### src/design/running_median_two_heaps_top_assert.svh
// Assertion macros for the running median block.
`ifndef RUNNING_MEDIAN_TWO_HEAPS_TOP_ASSERT_SVH
`define RUNNING_MEDIAN_TWO_HEAPS_TOP_ASSERT_SVH
// Implication checked every clock edge outside reset.
`define RM_ASSERT_IMP(lbl, c, a, e) \
  lbl: assert property (@(posedge clk) disable iff (rst) (c) |-> (a)) else $error(e);
// Next-cycle implication checked outside reset.
`define RM_ASSERT_NEXT(lbl, c, a, e) \
  lbl: assert property (@(posedge clk) disable iff (rst) (c) |=> (a)) else $error(e);
`endif

### src/design/rmth_pkg.sv
// Package for the running median block: sizes, types and sequencer states.
package rmth_pkg;
  localparam int Capacity = 4096;
  localparam int DataWidth = 32;
  localparam int LowerDepth = (Capacity + 1) / 2;
  localparam int UpperDepth = Capacity / 2;
  localparam int AddrW = $clog2(LowerDepth);
  localparam int SizeW = $clog2(LowerDepth + 1);
  localparam int CountW = $clog2(Capacity + 1);
  localparam int PosW = 13;

  typedef logic [DataWidth-1:0] key_t;
  typedef logic [AddrW-1:0] addr_t;
  typedef logic [SizeW-1:0] size_t;

  typedef enum logic [4:0] {
    ST_IDLE, ST_INS_WR, ST_UP_RD, ST_UP_WAIT, ST_UP_CMP,
    ST_TOP_RD, ST_TOP_WAIT, ST_TOP_CMP,
    ST_DN_RD_L, ST_DN_RD_R, ST_DN_WAIT, ST_DN_CMP, ST_DN_SW,
    ST_OUT_RD, ST_OUT_WAIT, ST_EMIT
  } state_t;

  // Port of one heap memory driven by the sequencer.
  typedef struct packed {
    logic  we;
    addr_t addr;
    key_t  wdata;
  } mem_req_t;
endpackage

### src/design/rmth_seq.sv
// Sequencer that inserts, sifts and reads the two heaps.
module rmth_seq (
  input  logic                    clk,
  input  logic                    rst,
  input  logic                    in_go,
  input  logic                    start_req,
  input  rmth_pkg::key_t          key_in,
  output logic                    busy,
  output logic                    res_go,
  output rmth_pkg::key_t          res_key,
  output logic [rmth_pkg::PosW-1:0] res_pos,
  output logic                    res_drop,
  output rmth_pkg::mem_req_t      lo_req,
  output rmth_pkg::mem_req_t      up_req,
  input  rmth_pkg::key_t          lo_rdata,
  input  rmth_pkg::key_t          up_rdata
);
  rmth_pkg::state_t state, state_next;
  rmth_pkg::size_t lower_size, lower_size_next, upper_size, upper_size_next;
  logic [rmth_pkg::CountW-1:0] count, count_next;
  logic side, side_next;          // 0: lower (max) heap, 1: upper (min) heap
  logic dn_second, dn_second_next; // the pending result word is a dropped one
  rmth_pkg::addr_t pos, pos_next, par, kid, kid_next;
  rmth_pkg::key_t cur, cur_next, oth, oth_next, lk, lk_next;
  logic [rmth_pkg::AddrW:0] lidx, ridx;
  rmth_pkg::size_t hsize;
  rmth_pkg::key_t rd;
  logic above;

  assign rd = side ? up_rdata : lo_rdata;
  assign hsize = side ? upper_size : lower_size;
  assign par = rmth_pkg::AddrW'((pos - 1'b1) >> 1);
  assign lidx = {pos, 1'b1};
  assign ridx = lidx + 1'b1;

  // The sift-down compare unit: does rd belong above oth in this heap?
  assign above = side ? (rd < oth) : (rd > oth);

  always_ff @(posedge clk) begin
    if (rst) begin
      state <= rmth_pkg::ST_IDLE;
      lower_size <= '0;
      upper_size <= '0;
      count <= '0;
    end else begin
      state <= state_next;
      lower_size <= lower_size_next;
      upper_size <= upper_size_next;
      count <= count_next;
    end
    side <= side_next;
    dn_second <= dn_second_next;
    pos <= pos_next;
    kid <= kid_next;
    cur <= cur_next;
    oth <= oth_next;
    lk <= lk_next;
  end

  always_comb begin
    state_next = state;
    lower_size_next = lower_size;
    upper_size_next = upper_size;
    count_next = count;
    side_next = side;
    dn_second_next = dn_second;
    pos_next = pos;
    kid_next = kid;
    cur_next = cur;
    oth_next = oth;
    lk_next = lk;
    lo_req = '0;
    up_req = '0;
    busy = 1'b1;
    res_go = 1'b0;
    res_drop = 1'b0;
    case (state)
      rmth_pkg::ST_IDLE: begin
        busy = 1'b0;
        if (in_go) begin
          if (start_req) begin
            lower_size_next = '0;
            upper_size_next = '0;
            count_next = '0;
          end
          cur_next = key_in;
          if (!start_req && count >= rmth_pkg::CountW'(rmth_pkg::Capacity)) begin
            state_next = rmth_pkg::ST_EMIT;
            dn_second_next = 1'b1;
          end else begin
            dn_second_next = 1'b0;
            side_next = start_req ? 1'b0 : (lower_size != upper_size);
            pos_next = start_req ? '0 :
                       rmth_pkg::AddrW'((lower_size != upper_size) ? upper_size : lower_size);
            state_next = rmth_pkg::ST_INS_WR;
          end
        end
      end
      rmth_pkg::ST_INS_WR: begin
        if (side) begin
          up_req = '{we: 1'b1, addr: pos, wdata: cur};
          upper_size_next = upper_size + 1'b1;
        end else begin
          lo_req = '{we: 1'b1, addr: pos, wdata: cur};
          lower_size_next = lower_size + 1'b1;
        end
        count_next = count + 1'b1;
        state_next = (pos == '0) ? rmth_pkg::ST_TOP_RD : rmth_pkg::ST_UP_RD;
      end
      rmth_pkg::ST_UP_RD: begin
        // cur holds the rising key at pos; fetch its parent.
        if (side) up_req.addr = par; else lo_req.addr = par;
        state_next = rmth_pkg::ST_UP_WAIT;
      end
      rmth_pkg::ST_UP_WAIT: begin
        // Hold the parent address so that the read register still shows it.
        if (side) up_req.addr = par; else lo_req.addr = par;
        oth_next = cur;
        state_next = rmth_pkg::ST_UP_CMP;
      end
      rmth_pkg::ST_UP_CMP: begin
        // rd is the parent; cur moves up while the parent does not sit above it.
        if (side ? (cur < rd) : (cur > rd)) begin
          if (side) up_req = '{we: 1'b1, addr: pos, wdata: rd};
          else lo_req = '{we: 1'b1, addr: pos, wdata: rd};
          pos_next = par;
          state_next = (par == '0) ? rmth_pkg::ST_TOP_RD : rmth_pkg::ST_UP_RD;
          if (par == '0) begin
            // Write the new key at the root on the way out.
            state_next = rmth_pkg::ST_TOP_RD;
          end
        end else begin
          state_next = rmth_pkg::ST_TOP_RD;
        end
        oth_next = rd;
      end
      rmth_pkg::ST_TOP_RD: begin
        // Place the rising key at its final slot, then read both roots.
        if (side) up_req = '{we: 1'b1, addr: pos, wdata: cur};
        else lo_req = '{we: 1'b1, addr: pos, wdata: cur};
        state_next = rmth_pkg::ST_TOP_WAIT;
      end
      rmth_pkg::ST_TOP_WAIT: begin
        lo_req.addr = '0;
        up_req.addr = '0;
        state_next = rmth_pkg::ST_TOP_CMP;
      end
      rmth_pkg::ST_TOP_CMP: begin
        if (lower_size != '0 && upper_size != '0 && lo_rdata > up_rdata) begin
          lo_req = '{we: 1'b1, addr: '0, wdata: up_rdata};
          up_req = '{we: 1'b1, addr: '0, wdata: lo_rdata};
          side_next = 1'b0;
          pos_next = '0;
          cur_next = up_rdata;
          lk_next = lo_rdata;
          state_next = rmth_pkg::ST_DN_RD_L;
        end else begin
          lk_next = lo_rdata;
          state_next = count[0] ? rmth_pkg::ST_EMIT : rmth_pkg::ST_IDLE;
        end
      end
      rmth_pkg::ST_DN_RD_L: begin
        // cur is the sinking key at pos.
        if (lidx >= (rmth_pkg::AddrW+1)'(hsize)) begin
          if (!side) begin
            side_next = 1'b1;
            pos_next = '0;
            cur_next = lk;
            state_next = rmth_pkg::ST_DN_RD_L;
          end else begin
            state_next = rmth_pkg::ST_OUT_RD;
          end
        end else begin
          if (side) up_req.addr = rmth_pkg::AddrW'(lidx);
          else lo_req.addr = rmth_pkg::AddrW'(lidx);
          oth_next = cur;
          kid_next = pos;
          state_next = rmth_pkg::ST_DN_RD_R;
        end
      end
      rmth_pkg::ST_DN_RD_R: begin
        if (side) up_req.addr = rmth_pkg::AddrW'(ridx);
        else lo_req.addr = rmth_pkg::AddrW'(ridx);
        // Left child data arrives now.
        if (above) begin
          oth_next = rd;
          kid_next = rmth_pkg::AddrW'(lidx);
        end
        state_next = rmth_pkg::ST_DN_WAIT;
      end
      rmth_pkg::ST_DN_WAIT: begin
        if (ridx < (rmth_pkg::AddrW+1)'(hsize) && above) begin
          oth_next = rd;
          kid_next = rmth_pkg::AddrW'(ridx);
        end
        state_next = rmth_pkg::ST_DN_CMP;
      end
      rmth_pkg::ST_DN_CMP: begin
        if (kid == pos) begin
          if (!side) begin
            side_next = 1'b1;
            pos_next = '0;
            cur_next = lk;
            state_next = rmth_pkg::ST_DN_RD_L;
          end else begin
            state_next = rmth_pkg::ST_OUT_RD;
          end
        end else begin
          if (side) up_req = '{we: 1'b1, addr: pos, wdata: oth};
          else lo_req = '{we: 1'b1, addr: pos, wdata: oth};
          state_next = rmth_pkg::ST_DN_SW;
        end
      end
      rmth_pkg::ST_DN_SW: begin
        if (side) up_req = '{we: 1'b1, addr: kid, wdata: cur};
        else lo_req = '{we: 1'b1, addr: kid, wdata: cur};
        pos_next = kid;
        state_next = rmth_pkg::ST_DN_RD_L;
      end
      rmth_pkg::ST_OUT_RD: begin
        state_next = count[0] ? rmth_pkg::ST_OUT_WAIT : rmth_pkg::ST_IDLE;
      end
      rmth_pkg::ST_OUT_WAIT: begin
        lo_req.addr = '0;
        lk_next = lo_rdata;
        state_next = rmth_pkg::ST_EMIT;
      end
      rmth_pkg::ST_EMIT: begin
        res_go = 1'b1;
        res_drop = dn_second;
        state_next = rmth_pkg::ST_IDLE;
      end
      default: state_next = rmth_pkg::ST_IDLE;
    endcase
  end

  assign res_key = lk;
  assign res_pos = rmth_pkg::PosW'(count);
endmodule

### config.mk
export PLATFORM = sky130hd
export DESIGN_NAME = rmth_seq
export DESIGN_NICKNAME = d
export VERILOG_FILES = /design/src/design/running_median_two_heaps_top_assert.svh /design/src/design/rmth_pkg.sv /design/src/design/rmth_seq.sv
export SDC_FILE = /design/constraint.sdc
export NUM_CORES = 1
export LEC_CHECK = 0
export BUFFER_PORTS_ARGS = -buffer_cell sky130_fd_sc_hd__buf_2
export CORE_MARGIN = 4
export CORE_UTILIZATION = 40
export CTS_CLUSTER_SIZE = 24
export DETAILED_ROUTE_END_ITERATION = 6
export GPL_TIMING_DRIVEN = 0
export HOLD_SLACK_MARGIN = 0.05
export PLACE_DENSITY = 0.63
export SYNTH_ARGS = -nofsm -noshare
export SYNTH_HDL_FRONTEND = slang
export SYNTH_SLANG_ARGS = --single-unit
### constraint.sdc
create_clock -name clk -period 11.88 [get_ports clk]
set_input_delay 2.376 -clock clk [delete_from_list [all_inputs] [get_ports clk]]
set_output_delay 2.376 -clock clk [all_outputs]
set_load 0.01 [all_outputs]
==> results of run 1 <==
[synthesized netlist by cell type (31+ instances only)]
cell	count	area [sq um]
a21oi_1	101	505
a221o_1	105	1050
a22o_1	66	578
clkbuf_1	80	300
dfxtp_1	41	821
edfxtp_1	120	3600
ha_1	126	1580
inv_1	121	454
mux2i_1	45	450
nand2_1	79	297
nand3_1	31	155
nand4_1	31	194
nor2_1	107	402
nor3_1	47	235
o21ai_0	52	260
xor2_1	54	473
[critical path, cell delays in order (launching register included)]
cell and delay (ns):
edfxtp_1 0.50, buf_2 0.33, buf_1 0.67, buf_2 0.46, buf_1 0.57, mux2i_1 0.37, ha_1 0.30, a2111oi_0 0.54
a31oi_1 0.35, nor3_1 0.73, clkbuf_1 0.58, a221oi_1 0.21, o21ai_0 0.37, buf_2 0.21
[per-stage QoR]
stage          power [W]  cells
3_5_place_dp     0.00215   2132
2_1_floorplan    0.00169   1449
4_1_cts          0.00276   2164
6_report         0.00279   2164
3_3_place_gp     0.00212   2126
5_1_grt          0.00295   2164
[path summary, 6_finish.rpt]
| check | from | end | slack, ns |
|---|---|---|---|
| worst max-delay path | side | lo_req[42] | 2.84 |
| worst min-delay path | res_pos[6] | res_pos[6] | 0.54 |
| worst max register to register | side | cur[19] | 5.30 |
| worst min register to register | res_pos[6] | res_pos[6] | 0.54 |
[layout make-up]
cell class / instances / area share
Buffer: 102 / 0.0260
Clock buffer: 17 / 0.0272
Clock inverter: 15 / 0.0121
Inverter: 121 / 0.0291
Multi-Input combinational cell: 1065 / 0.507
Sequential cell: 161 / 0.283
Tap cell: 442 / 0.0354
Timing Repair Buffer: 241 / 0.0799
[per-layer routing]
layer / part of all wire / track usage / vias to the layer above / routed length, um
li1: - / - / 6055 / -
met1: 0.42 / 0.375 / 6392 / 21900
met2: 0.47 / 0.476 / 691 / 24800
met3: 0.073 / 0.0448 / 119 / 3830
met4: 0.035 / 0.0963 / 2 / 1840
met5: 0.00023 / 0 / - / 12
[registers in the layout, indices dropped and copies added, names as in the netlist]
register    cells
cur            32
res_key        32
side            1
dn_second       1
oth            32
upper_size     12
kid            11
lower_size     12
state           4
pos            11
res_pos        13
[report_power, final]
part	switching [W]	internal [W]	total, W
sequential	0.0000935	0.000727	0.000820
clock	0.000256	0.000350	0.000607
combinational	0.000857	0.000507	0.00136
total	0.00121	0.00158	0.00279
[logic make-up (layout without fill, tap and decap cells)]
kind of cell	Yosys count	count (layout)	synth area share
AOI/OAI and AO/OA	432	432	0.247
xor gates and xnor gates	72	72	0.0484
adders and majority gates	126	126	0.120
buffers and inverters	223	496	0.0653
DFF	161	161	0.336
muxes	46	46	0.0350
and+or+nand+nor	389	389	0.149
==> impl_metrics.env, run 1 <==
export IMPL_outcome="completed"
export IMPL_critPathMaxFanout=10
export IMPL_grt_max_degree=33
export IMPL_avgRoutedWirePerCell_um=24.2
export IMPL_max_slew_margin_rel=0.0924
export IMPL_first_iter_violations=1484
export IMPL_ff2ff_path_depth=15
export IMPL_synthArstFlopShare=0
export IMPL_dpl_hpwl_um=39600
export IMPL_placed_area_sq_um=15000
export IMPL_antenna_left=0
export IMPL_tightest_slew_ns=1.35
export IMPL_peakVddDrop_mv=0.176
export IMPL_finalWorstSetupSlack_ns=2.84
export IMPL_clock_root_buffer="clkbuf_16"
export IMPL_synth_ff_type="edfxtp_1"
export IMPL_clock_sinks=161
export IMPL_cts_tree="built"
export IMPL_portBuffers=235
export IMPL_n_antenna_cell=0
export IMPL_ys_seq_area_frac=0.336
export IMPL_timing_hold_ws_ns=0.537
export IMPL_vias_per_cell=6.13
export IMPL_power_density_nw_per_um2=179
export IMPL_hold_class="reg2reg"
export IMPL_hold_buffers=0
export IMPL_post_route_drc_count=0
export IMPL_crit_type="reg2out"
export IMPL_critPathLaunchType="flop"
export IMPL_die_w_um=190
export IMPL_stdcell_area_sq_um=15600
export IMPL_drt_first_pass_iters=5
export IMPL_max_freq_mhz=111
export IMPL_hold_viol_final=0
export IMPL_rsz0062_at_grt="no"
export IMPL_die_h_um=190
export IMPL_overflow=0
export IMPL_syn_inst=1449
export IMPL_cts_buffer_depth=2
export IMPL_final_cell_mix="buf_2, ha_1, inv_1"
export IMPL_finalSetupViolCount=0
export IMPL_cp_required_ns=9.50
export IMPL_multi_input_comb_area_sq_um=7920
export IMPL_syn_area_per_cell_sq_um=9.10
export IMPL_final_max_slew_viol_count=0
export IMPL_syn2layout_area_growth_pct=18.5
export IMPL_synth_cell_types=73
export IMPL_ys_ff_latch=161
export IMPL_tns_ns=0
export IMPL_clk_latency_ns=0.45
export IMPL_boundaryPins=236
export IMPL_synth_cell_area_sq_um=13200
export IMPL_dieArea_sq_um=35900
export IMPL_drv_cap=0
export IMPL_dp_slack_ns=3.06
export IMPL_period_minus_slack_ns=9.04
export IMPL_routed_wl_um=52300
export IMPL_final_net_count=1935
export IMPL_fin_skew_ns=0.0129
export IMPL_end_kind="primary output"
export IMPL_path_clk_slew_ns=0.07
export IMPL_drive_above_1_share=0.176
export IMPL_core_area_sq_um=32500
export IMPL_p_leak_nw=6.88
export IMPL_finalCritPeriodShare=0.761
export IMPL_cts_resized=0
export IMPL_cts_inserted_buffers=17
export IMPL_yosysWarnings=0
export IMPL_synth_edf_count=120
export IMPL_antenna_found_initial=1
export IMPL_grt_pass1_vias=13100
export IMPL_place_gp_congestion=0.944
export IMPL_grt_pass1_wl_um=78800
export IMPL_start_util=0.405
export IMPL_routed_via_count=13300
export IMPL_seq_area_sq_um=4420
export IMPL_placementRows=66
export IMPL_crit_arrival_ns=6.66
export IMPL_final_common_cell="buf_2"
export IMPL_fin_util=0.480
export IMPL_fillCellCount=3244
export IMPL_grt_use_total=0.284
export IMPL_cts_max_level=4
export IMPL_whs_path_depth=2
export IMPL_postCtsSetupBuffers=0
export IMPL_synth_nets=1675
(Power assumes the default switching activity.)
==> run 2, diff against run 1 <==
PLACE_DENSITY = 0.66   (was 0.63)
clock period = 7.2 ns   (was 11.88 ns; I/O delays follow)
==> run 2 against run 1 <==
The flow now finishes with violations (design-rule violations). Clock power is 53% higher. Clock skew is 0.0023 ns lower. Sequential power is 65% higher. Flip-flop and latch count stayed put. Critical path type unchanged. Largest cell class unchanged. Highest routed layer is now met4.
==> impl_metrics.env, run 2 (synthesized netlist as in run 1, its figures left out) <==
export IMPL_avgRoutedWirePerCell_um=24.5
export IMPL_drv_cap=0
export IMPL_final_max_slew_viol_count=0
export IMPL_final_net_count=1935
export IMPL_routed_wl_um=53000
export IMPL_timing_hold_worst_start="res_pos[6]"
export IMPL_cts_buffer_depth=2
export IMPL_syn2layout_area_growth_pct=18.7
export IMPL_core_area_sq_um=32500
export IMPL_crit_arrival_ns=5.59
export IMPL_clk_latency_ns=0.45
export IMPL_dpl_cell_count=2133
export IMPL_final_common_cell="buf_2"
export IMPL_post_route_drc_count=5
export IMPL_die_w_um=190
export IMPL_tightest_slew_ns=1.22
export IMPL_antenna_found_initial=1
export IMPL_power_total_w=0.00455
export IMPL_rr_startpoint="side"
export IMPL_routed_via_count=13400
export IMPL_grt_use_total=0.287
export IMPL_antenna_left=0
export IMPL_die_h_um=190
export IMPL_fin_skew_ns=0.0106
export IMPL_first_iter_violations=1488
export IMPL_drive_above_1_share=0.181
export IMPL_cts_resized=4
export IMPL_overflow=0
export IMPL_peakVddDrop_mv=0.170
export IMPL_p_leak_nw=6.90
export IMPL_max_slew_margin_rel=0.177
export IMPL_dieArea_sq_um=35900
export IMPL_violations="design-rule violations"
export IMPL_cp_required_ns=5.76
export IMPL_crit_start="side"
export IMPL_grt_pass1_vias=13300
export IMPL_stdcell_count=2165
export IMPL_drt_first_pass_iters=7
export IMPL_portBuffers=235
export IMPL_end_kind="primary output"
export IMPL_clock_root_buffer="clkbuf_16"
export IMPL_clock_sinks=161
export IMPL_path_clk_slew_ns=0.07
export IMPL_final_cell_mix="buf_2, ha_1, inv_1"
export IMPL_finalSetupViolCount=0
export IMPL_hold_buffers=0
export IMPL_hold_viol_final=0
export IMPL_outcome="complete, but fails checks"
export IMPL_placementRows=66
export IMPL_grt_max_degree=28
export IMPL_rsz0062_at_grt="no"
export IMPL_place_gp_congestion=0.969
export IMPL_finalCritPeriodShare=0.976
export IMPL_vias_per_cell=6.21
export IMPL_grt_pass1_wl_um=79700
export IMPL_crit_type="reg2out"
export IMPL_dpl_hpwl_um=39800
export IMPL_power_density_nw_per_um2=291
export IMPL_period_minus_slack_ns=7.03
export IMPL_fillCellCount=3195
export IMPL_cts_inserted_buffers=17
export IMPL_postCtsSetupBuffers=0
export IMPL_cts_tree="built"
export IMPL_critPathLaunchType="flop"
export IMPL_boundaryPins=236
export IMPL_max_freq_mhz=142
export IMPL_critPathMaxFanout=10
export IMPL_hold_class="reg2reg"
export IMPL_cts_max_level=4
export IMPL_start_util=0.405
## run 2: changes by cell type in the layout (fill, tap and decap cells not counted), moves of 2 or more
cell       change
clkinv_2       +2
nor3_1         -2
inv_8          +2
clkinv_1       -3
buf_6          -2
clkbuf_16      +2
buf_1          -3
bufinv_16      -4
## run 2: cell type report
class	instances	area (sq um)	area share
diodes	1	2.50	0.000160
plain buffers	101	414	0.0265
clock buffers	19	475	0.0304
clock inverters	13	98.8	0.00632
inverters	121	454	0.0290
multi-input cells	1065	7950	0.508
flip-flops and latches	161	4420	0.283
well taps	442	553	0.0354
repair buffers	242	1280	0.0816
## run 2: per-layer routing
metal	share of wire	GRT usage
met5	0	0
met4	0.046	0.127
met3	0.087	0.0545
met2	0.47	0.481
met1	0.39	0.361
## run 2: path summary, 6_finish.rpt
kind | to | depth (start not counted) | slack, ns
hold / removal | res_pos[6] | 2 | 0.54
setup / recovery | up_req[2] | 13 | 0.17
setup reg to reg | cur[18] | 15 | 1.83
hold reg to reg | res_pos[6] | 2 | 0.54
## run 2: report_power, final
group / internal, W / switching, W / total (W)
clock network: 0.000489 / 0.000441 / 0.000930
registers: 0.00120 / 0.000154 / 0.00135
logic: 0.000840 / 0.00142 / 0.00226
## run 2: critical path, stage by stage (launching register included)
cell	delay [ns]
edfxtp_1	0.49
buf_2	0.30
clkdlybuf4s15_1	0.73
mux2i_1	0.39
ha_1	0.33
a21oi_1	0.15
o21ai_0	0.12
a221oi_1	0.65
or3_1	0.26
nand3_1	0.16
nor3_4	0.50
clkbuf_1	0.58
a221o_1	0.31
buf_2	0.15
## run 2: stage by stage
stage / cell area, sq um / hold slack, ns / utilization / TNS, ns / worst slack (ns)
final: 15600 / 0.542 / 0.481 / 0 / 0.173
after global routing: 15600 / 0.575 / 0.481 / 0 / 0.0171
after CTS: 15600 / 0.552 / 0.480 / 0 / 0.0706
after detailed placement: 15000 / 0.529 / 0.462 / -1.33 / -0.213
after global placement: 14900 / 0.507 / 0.458 / -138.11 / -2.63
after floorplan: 13200 / 0.495 / - / 0 / 0.912
==> run 3, diff against run 2 <==
PLACE_DENSITY = 0.69   (was 0.66)
clock period = 7.16 ns   (was 7.2 ns; I/O delays follow)
==> run 3 against run 2 <==
Largest power group unchanged. Clock skew increased by 0.0051 ns. Clock power hardly changed. Sequential share of layout area about the same. Non-clock buffer count is 1 higher. The flow now finishes without violations. Highest routed layer unchanged.
==> impl_metrics.env, run 3 (synthesized netlist as in run 1, its figures left out) <==
export IMPL_max_slew_margin_rel=0.180
export IMPL_antenna_found_initial=0
export IMPL_whs_path_depth=2
export IMPL_cts_buffer_depth=2
export IMPL_antenna_left=0
export IMPL_end_kind="primary output"
export IMPL_critPathLaunchType="flop"
export IMPL_crit_start="side"
export IMPL_crit_type="reg2out"
export IMPL_max_freq_mhz=145
export IMPL_ff2ff_setup_slack_ns=1.69
export IMPL_vias_per_cell=6.20
export IMPL_core_area_sq_um=32500
export IMPL_grt_pass1_wl_um=79200
export IMPL_dpl_hpwl_um=39500
export IMPL_boundaryPins=236
export IMPL_drive_above_1_share=0.183
export IMPL_rsz0062_at_grt="no"
export IMPL_cp_required_ns=5.73
export IMPL_dpl_cell_count=2133
export IMPL_clock_root_buffer="clkbuf_16"
export IMPL_routed_via_count=13400
export IMPL_crit_family="buffers and inverters"
export IMPL_stdcell_count=2165
export IMPL_hold_class="reg2reg"
export IMPL_cp_endpoint="up_req[2]"
export IMPL_avgRoutedWirePerCell_um=24.2
export IMPL_critPathMostFrequentCell="buf_2"
export IMPL_start_util=0.405
export IMPL_die_w_um=190
export IMPL_portBuffers=235
export IMPL_hold_viol_final=0
export IMPL_final_cell_mix="buf_2, ha_1, inv_1"
export IMPL_slowest_stage="nor3_2"
export IMPL_final_common_cell="buf_2"
export IMPL_finalSetupViolCount=0
export IMPL_cp_cell_sequence="buf_2, buf_2, buf_2, mux2i_1, ha_1, nand4_1, inv_1, a221oi_1, o21a_1, nand3_1, nor3_2, clkbuf_1, a221o_1, buf_2"
export IMPL_p_leak_nw=6.90
export IMPL_cts_inserted_buffers=17
export IMPL_drv_cap=0
export IMPL_n_antenna_cell=0
export IMPL_routed_wl_um=52400
export IMPL_dieArea_sq_um=35900
export IMPL_path_clk_slew_ns=0.07
export IMPL_clk_latency_ns=0.45
export IMPL_overflow=0
export IMPL_tightest_slew_ns=1.21
export IMPL_cts_tree="built"
export IMPL_crit_arrival_ns=5.45
export IMPL_placementRows=66
export IMPL_cp_slowest_stage_delay_ns=0.66
export IMPL_rr_startpoint="side"
export IMPL_first_iter_violations=1497
export IMPL_fin_util=0.481
export IMPL_period_minus_slack_ns=6.88
export IMPL_syn2layout_area_growth_pct=18.6
export IMPL_drt_first_pass_iters=6
export IMPL_grt_use_total=0.284
export IMPL_fillCellCount=3202
export IMPL_cp_depth=14
export IMPL_final_net_count=1936
export IMPL_ff2ff_path_depth=14
export IMPL_tns_ns=0
export IMPL_cts_max_level=4
export IMPL_power_density_nw_per_um2=291
export IMPL_worst_path_buf_inv=6
export IMPL_place_gp_congestion=0.963
export IMPL_grt_max_degree=25
export IMPL_peakVddDrop_mv=0.171
export IMPL_worstReg2RegEnd="cur[3]"
export IMPL_grt_pass1_vias=13500
export IMPL_clock_sinks=161
export IMPL_die_h_um=190
export IMPL_fin_skew_ns=0.0158
export IMPL_finalCritPeriodShare=0.961
export IMPL_final_max_slew_viol_count=0
export IMPL_outcome="completed"
export IMPL_critPathMaxFanout=10
export IMPL_post_route_drc_count=0
run 3: changes by cell type in the layout (fill, tap and decap cells not counted), sizes merged:
cell,previous run,this run
buf,260,261
diode,1,0
inv,127,129
clkdlybuf4s15,1,0
clkinv,7,5
clkbuf,101,102
run 3: how the worst min path moves through the flow:
stage,from,to,slack (ns)
global placement,res_pos[6],res_pos[6],0.51
CTS,res_pos[6],res_pos[6],0.54
global route,res_pos[10],res_pos[10],0.58
finish,res_pos[6],res_pos[6],0.54
detailed placement,res_pos[6],res_pos[6],0.53
floorplan,lower_size[11],lower_size[11],0.49
run 3: power breakdown:
group / switching, W / internal [W]
sequential: 0.000153 / 0.00121
clock: 0.000444 / 0.000487
combinational: 0.00141 / 0.000844
run 3: through the flow:
| stage | hold WS [ns] | power, W | instance area (sq um) | worst slack, ns |
|---|---|---|---|---|
| floorplan | 0.495 | 0.00280 | 13200 | 0.872 |
| global placement | 0.505 | 0.00351 | 14900 | -2.69 |
| detailed placement | 0.527 | 0.00356 | 15000 | -0.150 |
| CTS | 0.544 | 0.00449 | 15600 | 0.0483 |
| global route | 0.578 | 0.00481 | 15600 | 0.0370 |
| finish | 0.542 | 0.00455 | 15600 | 0.280 |
run 3: layout make-up:
cell class | count | area, sq um | area share
Buffer | 102 | 413 | 0.0264
Clock buffer | 19 | 464 | 0.0297
Multi-Input combinational cell | 1065 | 7940 | 0.508
Sequential cell | 161 | 4420 | 0.283
Inverter | 121 | 454 | 0.0290
Timing Repair Buffer | 242 | 1280 | 0.0816
Clock inverter | 13 | 115 | 0.00736
Tap cell | 442 | 553 | 0.0354
run 3: tightest hold or removal path: cells and delay by family (launching register included):
kind,cells,cell delay [ns]
xor gates and xnor gates,1,0.08
DFF,1,0.36
and+or+nand+nor,1,0.07
run 3: timing repair:
| item | in CTS | in global routing |
|---|---|---|
| setup endpoints to repair | 72 | 42 |
| buffers inserted | 0 | 0 |
| hold buffers | 0 | 0 |
| gates resized for setup | 4 | 8 |
| endpoints found under the hold margin | 0 | 0 |
run 3: routing by layer:
metal | wire [um] | vias to the layer above | track usage | part of all wire
li1 | - | 6058 | - | -
met4 | 2720 | 0 | 0.134 | 0.052
met5 | 0 | - | 0 | 0
met1 | 20100 | 6419 | 0.347 | 0.38
met2 | 24800 | 788 | 0.478 | 0.47
met3 | 4750 | 153 | 0.0600 | 0.091
